--- config.mk ---
export PLATFORM = sky130hd
export DESIGN_NAME = qeh_sqrt_cell
export DESIGN_NICKNAME = d
export VERILOG_FILES = /design/src/sv/quaternion_to_euler_heading_assert.svh /design/src/sv/qeh_pkg.sv /design/src/sv/qeh_sqrt_cell.sv
export SDC_FILE = /design/constraint.sdc
export NUM_CORES = 1
export LEC_CHECK = 0
export ABC_AREA = 1
export BUFFER_PORTS_ARGS = -buffer_cell sky130_fd_sc_hd__buf_2
export CORE_MARGIN = 5
export CORE_UTILIZATION = 56
export DETAILED_ROUTE_END_ITERATION = 12
export PLACE_DENSITY = 0.83
export REMOVE_ABC_BUFFERS = 1
export SLEW_MARGIN = 20
export SYNTH_ARGS = -nofsm -noshare
export SYNTH_HDL_FRONTEND = slang
export SYNTH_SLANG_ARGS = --single-unit
--- constraint.sdc ---
create_clock -name clk -period 2.7 [get_ports clk]
set_input_delay 0.135 -clock clk [delete_from_list [all_inputs] [get_ports clk]]
set_output_delay 0.135 -clock clk [all_outputs]
set_load 0.05 [all_outputs]
--- src/sv/quaternion_to_euler_heading_assert.svh ---
// assertion macros for the quaternion to euler heading block
`ifndef QUATERNION_TO_EULER_HEADING_ASSERT_SVH
`define QUATERNION_TO_EULER_HEADING_ASSERT_SVH
`ifndef SYNTHESIS
`define QEH_ASSERT(label, clk, rst_n, prop, msg) \
    label: assert property (@(posedge clk) disable iff (!rst_n) prop) else $error(msg);
`define QEH_ASSERT_NR(label, clk, prop, msg) \
    label: assert property (@(posedge clk) prop) else $error(msg);
`else
`define QEH_ASSERT(label, clk, rst_n, prop, msg)
`define QEH_ASSERT_NR(label, clk, prop, msg)
`endif
`endif

--- src/sv/qeh_pkg.sv ---
// package for the quaternion to euler heading block
package qeh_pkg;
    localparam int QUAT_FRAC_BITS_DEF = 14;
    localparam int CORDIC_STAGES_DEF  = 16;
    localparam int QW      = 16;
    localparam int CW      = 56;
    localparam int ZW      = 34;
    localparam int SQW     = 61;
    localparam int SQ_STEPS = 31;
    localparam logic [15:0] DECL_RESET = 16'sd280;
    localparam logic [1:0] ADDR_DECL = 2'd0;

    typedef struct packed {
        logic signed [CW-1:0] x;
        logic signed [CW-1:0] y;
        logic signed [ZW-1:0] z;
        logic                 zero;
    } cvec_t;

    function automatic logic [31:0] atan_entry(input int i);
        logic [31:0] t [32];
        t = '{32'h20000000, 32'h12E4051E, 32'h09FB385B, 32'h051111D4, 32'h028B0D43,
              32'h0145D7E1, 32'h00A2F61E, 32'h00517C55, 32'h0028BE53, 32'h00145F2F,
              32'h000A2F98, 32'h000517CC, 32'h00028BE6, 32'h000145F3, 32'h0000A2FA,
              32'h0000517D, 32'h000028BE, 32'h0000145F, 32'h00000A30, 32'h00000518,
              32'h0000028C, 32'h00000146, 32'h000000A3, 32'h00000051, 32'h00000029,
              32'h00000014, 32'h0000000A, 32'h00000005, 32'h00000003, 32'h00000001,
              32'h00000001, 32'h00000000};
        return t[i];
    endfunction
endpackage

--- src/sv/qeh_sqrt_cell.sv ---
// one step of the bit-serial integer square root
module qeh_sqrt_cell
    import qeh_pkg::*;
#(
    parameter int STEP = 0
)
(
    input  logic           clk,
    input  logic           en,
    input  logic [SQW-1:0] rem_in,
    input  logic [SQW-1:0] res_in,
    output logic [SQW-1:0] rem_out,
    output logic [SQW-1:0] res_out
);
    localparam logic [SQW-1:0] BIT = SQW'(1) << (60 - 2 * STEP);
    always_ff @(posedge clk)
    begin
        if (en)
        begin
            if (rem_in >= res_in + BIT)
            begin
                rem_out <= rem_in - (res_in + BIT);
                res_out <= (res_in >> 1) + BIT;
            end
            else
            begin
                rem_out <= rem_in;
                res_out <= res_in >> 1;
            end
        end
    end
endmodule

# Word-level counts from Yosys, hierarchy flattened
# Cells that the tools add are included.
# op_classes
add_sub_neg,3
order_cmp,1
n_mux,2
# op_table
op,n
"adder 60 x 61 -> 61 bit, second input constant",1
"adder 61 bit, second input constant",1
>= comparator 61 bit,1
two-way mux 61 bit,1
subtractor 61 bit,1
two-way mux 60 bit,1
# totals
ff_bits,122
input_bits,124
word_cells,9

# Depth between registers and ports, before layout
# Gate-level depths: netlist of run 1.
# depth
ltp_word,3
mapped_depth,17
ltp_nobuf,17

# Least setup slack after synthesis of run 1
# Ideal clock, no wire load.
# synth_timing
path_type,in2reg
from,input res_in[32]
to,register rem_out[20] (data pin)
setup_time_ps,252
arrival_ps,1675
required_ps,2448
slack_ps,773
stages,15
n_path_buf,2
path_cell_list,inv_1 -> ha_1 -> nand2_2 -> nor2_1 -> inv_2 -> nor2_2 -> inv_2 -> nor2_4 -> nand3_2 -> o21ai_1 -> nor2_2 -> buf_6 -> buf_6 -> nand3_2 -> nand2_1
# synth_via
elab_chain_len,3
# synth_lines
item,line_no,source
start: declaration,qeh_sqrt_cell.sv:11,"input logic [SQW-1:0] res_in,"
adder 61 bit,qeh_sqrt_cell.sv:20,if (rem_in >= res_in + BIT)
>= comparator 61 bit,qeh_sqrt_cell.sv:20,
two-way mux 61 bit,qeh_sqrt_cell.sv:20,
end signal: assignment,qeh_sqrt_cell.sv:22,rem_out <= rem_in - (res_in + BIT);
end signal: assignment,qeh_sqrt_cell.sv:27,rem_out <= rem_in;
end: declaration,qeh_sqrt_cell.sv:12,"output logic [SQW-1:0] rem_out,"
# No other way between the ends.
# A chain may end at the register's enable or synchronous reset.

# Final worst setup path of run 1
# layout_timing
from,input res_in[8]
to,register rem_out[58] (data pin)
# layout_via
elab_chain_len,3
elab_cells_between_ends,4
# layout_lines
item,line_no
adder 61 bit (*),"qeh_sqrt_cell.sv:20, qeh_sqrt_cell.sv:22"
subtractor 61 bit / >= comparator 61 bit (equally long branches),"qeh_sqrt_cell.sv:22, qeh_sqrt_cell.sv:20"
two-way mux 61 bit (*),qeh_sqrt_cell.sv:20
# Mark *: on every way between the ends. The rest lies on a longest branch, timed or not.

==> results of run 1 <==
[worst min-delay path, cell delays in order]
cell	delay, ps
buf_2	90
nand3_1	70
nand2_1	50
[Yosys cell counts (all sizes together)]
cell and count:
nor4 4, nand3b 3, clkbuf 1, fa 1, nor2 110, a21oi 43, and3 1, or2 1
nand2 652, o21bai 6, and2 5, ha 61, nand4 18, xor2 28, nand3 146, nor3 12
buf 17, o21ai 5, xnor2 2, inv 375, edfxtp 122, a21o 1
[power by group]
| part | switching, mW | internal (mW) |
|---|---|---|
| Sequential | 0.0624 | 2.35 |
| Clock | 0.974 | 1.64 |
| Combinational | 2.07 | 0.794 |
| Total | 3.11 | 4.79 |
[layer usage]
layer  vias up  global-route usage  part of all wire
met5         -                   0           0.00033
met4         2               0.103             0.027
met3        88              0.0910              0.11
met2       684               0.615              0.48
met1      5198               0.446              0.39
li1       5608                   -                 -
[cell families (layout without fill, tap and decap cells)]
logic type	after synthesis	count (layout)	share of synthesized area
xor+xnor	30	30	0.0248
compound gates	55	55	0.0277
buf+inv	393	737	0.147
simple gates	952	953	0.380
flops	122	122	0.346
fa+ha+maj	62	62	0.0740
[timing repair]
item,4_1_cts,5_1_grt
hold buffers,60,0
hold endpoints to repair,60,0
resized for setup,0,20
buffers inserted,0,2
endpoints found under the setup margin,0,61
[sequential cells by signal, summed over array words and instances (netlist names)]
register,flops
res_out,61
rem_out,61
[stage by stage]
stage / TNS [ps] / utilization / total power, mW / std cells / hold slack (ps)
floorplan: 0 / - / 4.31 / 1596 / 234
detailed placement: 0 / 0.655 / 5.13 / 2099 / 327
finish: 0 / 0.727 / 7.90 / 2193 / 20.2
global placement: 0 / 0.655 / 5.08 / 2099 / 326
CTS: 0 / 0.722 / 7.76 / 2190 / 15.7
global route: -56.5 / 0.727 / 8.20 / 2193 / 28.8
[how the worst max path moves through the flow]
stage                  endpoint  cells after the start  slack, ps
floorplan            rem_out[2]                     11         50
global route        rem_out[31]                     16        -40
detailed placement   rem_out[0]                     13        150
global placement    rem_out[58]                     13        190
CTS                 rem_out[21]                     15         70
finish              rem_out[58]                     16         50
[final cells by class]
type / count / area [um^2]
clock inverters: 14 / 220
fillers: 1453 / 5080
inverters: 375 / 1410
well taps: 234 / 293
repair buffers: 331 / 2100
flip-flops and latches: 122 / 3660
multi-input cells: 1100 / 5450
clock buffers: 17 / 425
==> impl_metrics.env, run 1 <==
export IMPL_outcome="finished clean"
export IMPL_worstMarginPinSlew_ps=423
export IMPL_arrival_ps=2840
export IMPL_cts_max_level=4
export IMPL_slew_viol_final=0
export IMPL_worstPathCellList="dlygate4sd3_1 > buf_2 > inv_1 > ha_1 > nand2_1 > inv_1 > nand2_1 > nand2_1 > inv_1 > nand3_2 > nand2_1 > nand3_1 > nand2_1 > nand3_1 > nand3_1 > nand2_1"
export IMPL_clkTransAtPathRegs_ps=60
export IMPL_synth_area_top_cells="edfxtp_1, nand2_1, inv_1, ha_1, nand3_1"
export IMPL_synth_area_mm2=0.0106
export IMPL_grt_pass1_wl_um=60600
export IMPL_synth_avg_cell_area_um2=6.56
export IMPL_initial_utilization=0.568
export IMPL_fin_ws_ps=47.2
export IMPL_ys_seq_area_frac=0.346
export IMPL_drive_above_1_share=0.186
export IMPL_synthToLayoutAreaGrowth_pct=28.1
export IMPL_min_to="rem_out[15]"
export IMPL_power_per_cell_area_mw_per_mm2=582
export IMPL_max_slew_margin_rel=0.718
export IMPL_yosys_warnings=0
export IMPL_critical_path_required_ps=2890
export IMPL_period_share=0.983
export IMPL_antenna_found_initial=1
export IMPL_max_freq_mhz=377
export IMPL_coreArea_mm2=0.0186
export IMPL_synth_top_area_cell="edfxtp_1"
export IMPL_viasPerCell=5.28
export IMPL_port_buffers=245
export IMPL_setup_violations_final=0
export IMPL_dr_pass1_iters=6
export IMPL_cts_tree="built"
export IMPL_ys_ff_latch=122
export IMPL_io_pin_count=246
export IMPL_crit_path_frequent_cell="nand2_1"
export IMPL_ir_drop_mv=0.432
export IMPL_hpwlAfterDp_um=29700
export IMPL_hold_viol_final=0
export IMPL_overflow=0
export IMPL_track_usage=0.357
export IMPL_path_max_fanout=4
export IMPL_startpoint="res_in[8]"
export IMPL_place_congestion=0.937
export IMPL_cp_top_family="simple AND/OR/NAND/NOR gates"
export IMPL_holdPathStages=3
export IMPL_power_leakage_nw=7.77
export IMPL_yosysTopAreaCellShare=0.346
export IMPL_root_buffer="clkbuf_16"
export IMPL_worstHoldStart="rem_in[15]"
export IMPL_layout_commonest_cell="nand2_1"
export IMPL_synth_cells=1614
export IMPL_drc=0
export IMPL_cp_slowest_stage_delay_ps=530
export IMPL_die_area_mm2=0.0217
export IMPL_place_area_mm2=0.0122
export IMPL_place_ws_ps=150
export IMPL_die_w_um=147
export IMPL_final_cell_mix="nand2_1, inv_1, buf_2, nand3_1, edfxtp_1"
export IMPL_min_period_ps=2650
export IMPL_endpoint_kind="flip-flop"
export IMPL_synth_cell_types=33
export IMPL_finalNetCount=2133
export IMPL_vias=11600
export IMPL_avgRoutedWirePerCell_um=18.1
export IMPL_grt_max_degree=66
export IMPL_dr_first_iter_drc_count=1155
export IMPL_diodes=0
export IMPL_path_class="input pin to flip-flop"
export IMPL_drt_total_wl_um=39700
export IMPL_ant_nets=0
export IMPL_critPathBufInv=5
export IMPL_numCtsBuffers=17
export IMPL_drv_cap=0
export IMPL_cts_sinks=122
export IMPL_grt_pass1_vias=11300
export IMPL_final_area_mm2=0.0136
export IMPL_std_cell_rows=50
export IMPL_die_h_um=147
export IMPL_rsz0062_at_grt="yes"
export IMPL_clock_path_buffers=2
export IMPL_hold_class="input pin to flip-flop"
export IMPL_start_kind="input pin"
export IMPL_worst_path_max_delay_cell="dlygate4sd3_1"
No activity file was read; power rests on OpenSTA's default activity.
==> run 2, diff against run 1 <==
--- a/config.mk
+++ b/config.mk
@@ -12,6 +12,7 @@
 export DETAILED_ROUTE_END_ITERATION = 12
 export PLACE_DENSITY = 0.83
 export REMOVE_ABC_BUFFERS = 1
+export SETUP_SLACK_MARGIN = 0.5
 export SLEW_MARGIN = 20
 export SYNTH_ARGS = -nofsm -noshare
 export SYNTH_HDL_FRONTEND = slang
==> constraint.sdc (replaced) <==
create_clock -name clk -period 2.5 [get_ports clk]
set_input_delay 0.125 -clock clk [delete_from_list [all_inputs] [get_ports clk]]
set_output_delay 0.125 -clock clk [all_outputs]
set_load 0.05 [all_outputs]
==> impl_metrics.env, run 2 (synthesized netlist as in run 1, its figures left out) <==
export IMPL_arrival_ps=2290
export IMPL_drive_above_1_share=0.247
export IMPL_critPathBufInv=3
export IMPL_power_per_cell_area_mw_per_mm2=619
export IMPL_path_max_fanout=4
export IMPL_endpoint_kind="flip-flop"
export IMPL_io_pin_count=246
export IMPL_drv_cap=0
export IMPL_n_fill_cell=1297
export IMPL_dr_first_iter_drc_count=1653
export IMPL_cts_max_level=4
export IMPL_clkTransAtPathRegs_ps=60
export IMPL_min_period_ps=2120
export IMPL_max_slew_margin_rel=0.510
export IMPL_layout_commonest_cell="nand2_1"
export IMPL_grt_max_degree=123
export IMPL_hold_viol_final=0
export IMPL_worstPathCellList="buf_2 > inv_1 > ha_4 > nand2_1 > nor2_1 > nand2_1 > inv_1 > nand2_1 > nand3_1 > nand2_1 > nand2_1 > nand2_1 > nand3_1 > nand2_1"
export IMPL_avgRoutedWirePerCell_um=20.1
export IMPL_track_usage=0.367
export IMPL_worst_path_max_delay_cell="ha_4"
export IMPL_cp_slowest_stage_delay_ps=300
export IMPL_rsz0062_at_grt="yes"
export IMPL_finalPower_mw=8.89
export IMPL_die_h_um=147
export IMPL_port_buffers=245
export IMPL_critical_path_required_ps=2680
export IMPL_setup_violations_final=0
export IMPL_antenna_found_initial=0
export IMPL_die_w_um=147
export IMPL_ir_drop_mv=0.540
export IMPL_grt_pass1_vias=11800
export IMPL_period_share=0.847
export IMPL_clock_path_buffers=2
export IMPL_slew_viol_final=0
export IMPL_overflow=0
export IMPL_power_leakage_nw=7.93
export IMPL_vias=12500
export IMPL_cts_sinks=122
export IMPL_drt_total_wl_um=44500
export IMPL_cp_top_family="simple AND/OR/NAND/NOR gates"
export IMPL_finalNetCount=2155
export IMPL_dr_pass1_iters=8
export IMPL_root_buffer="clkbuf_16"
export IMPL_fin_util=0.770
export IMPL_worstMarginPinSlew_ps=735
export IMPL_ant_nets=0
export IMPL_coreArea_mm2=0.0186
export IMPL_path_class="input pin to flip-flop"
export IMPL_final_cell_mix="nand2_1, inv_1, buf_2, nand3_1, edfxtp_1"
export IMPL_max_freq_mhz=472
export IMPL_numCtsBuffers=17
export IMPL_start_kind="input pin"
export IMPL_hold_class="input pin to flip-flop"
export IMPL_hpwlAfterDp_um=30400
export IMPL_crit_path_frequent_cell="nand2_1"
export IMPL_place_congestion=0.974
export IMPL_std_cell_rows=50
export IMPL_outcome="finished clean"
export IMPL_grt_pass1_wl_um=62500
export IMPL_largestRegisters="rem_out: 61 flops, res_out: 61 flops"
export IMPL_synthToLayoutAreaGrowth_pct=35.6
export IMPL_initial_utilization=0.568
export IMPL_viasPerCell=5.64
export IMPL_drc=0
export IMPL_die_area_mm2=0.0217
export IMPL_cts_tree="built"
run 2: power by group:
part	switching (mW)	internal, mW
combinational	2.42	1.03
clock	1.05	1.77
sequential	0.0708	2.54
run 2: tightest hold or removal path: stages:
cell and delay [ps]:
buf_2 90, nand3_1 70, nand2_1 50
run 2: cell type report:
class | instances | area [um^2] | area share
inverters | 375 | 1410 | 0.0981
clock buffers | 17 | 425 | 0.0296
flip-flops and latches | 122 | 3660 | 0.255
repair buffers | 354 | 2370 | 0.165
well taps | 234 | 293 | 0.0204
clock inverters | 15 | 221 | 0.0154
diodes | 1 | 2.50 | 0.000174
multi-input cells | 1099 | 5960 | 0.416
run 2: path summary, 6_finish.rpt:
check                      start  depth (start not counted)           to  slack, ps
worst max-delay path  res_in[23]                         14  rem_out[58]        380
worst min-delay path   rem_in[9]                          3   rem_out[9]         20
run 2: layer usage:
| layer | global-route usage | share of wire |
|---|---|---|
| met2 | 0.622 | 0.47 |
| met3 | 0.0714 | 0.12 |
| met4 | 0.135 | 0.048 |
| met1 | 0.468 | 0.37 |
| met5 | 0 | 0 |
run 2: metrics by stage:
step,instances,hold WS (ps),TNS [ps],setup slack (ps),instance area (um^2)
floorplan,1596,224,-7270,-142,10400
global placement,2115,316,0,74.6,12400
CTS,2207,6.62,0,519,13600
detailed placement,2115,317,0,1.03,12400
global route,2216,23.7,0,361,14400
finish,2217,19.3,0,383,14400
run 2: timing repair:
action	4_1_cts	5_1_grt
gates cloned	0	3
endpoints found under the hold margin	60	0
hold buffers	60	0
endpoints found under the setup margin	56	61
gates resized for setup	5	132
setup buffers	0	6
pin swaps	0	10
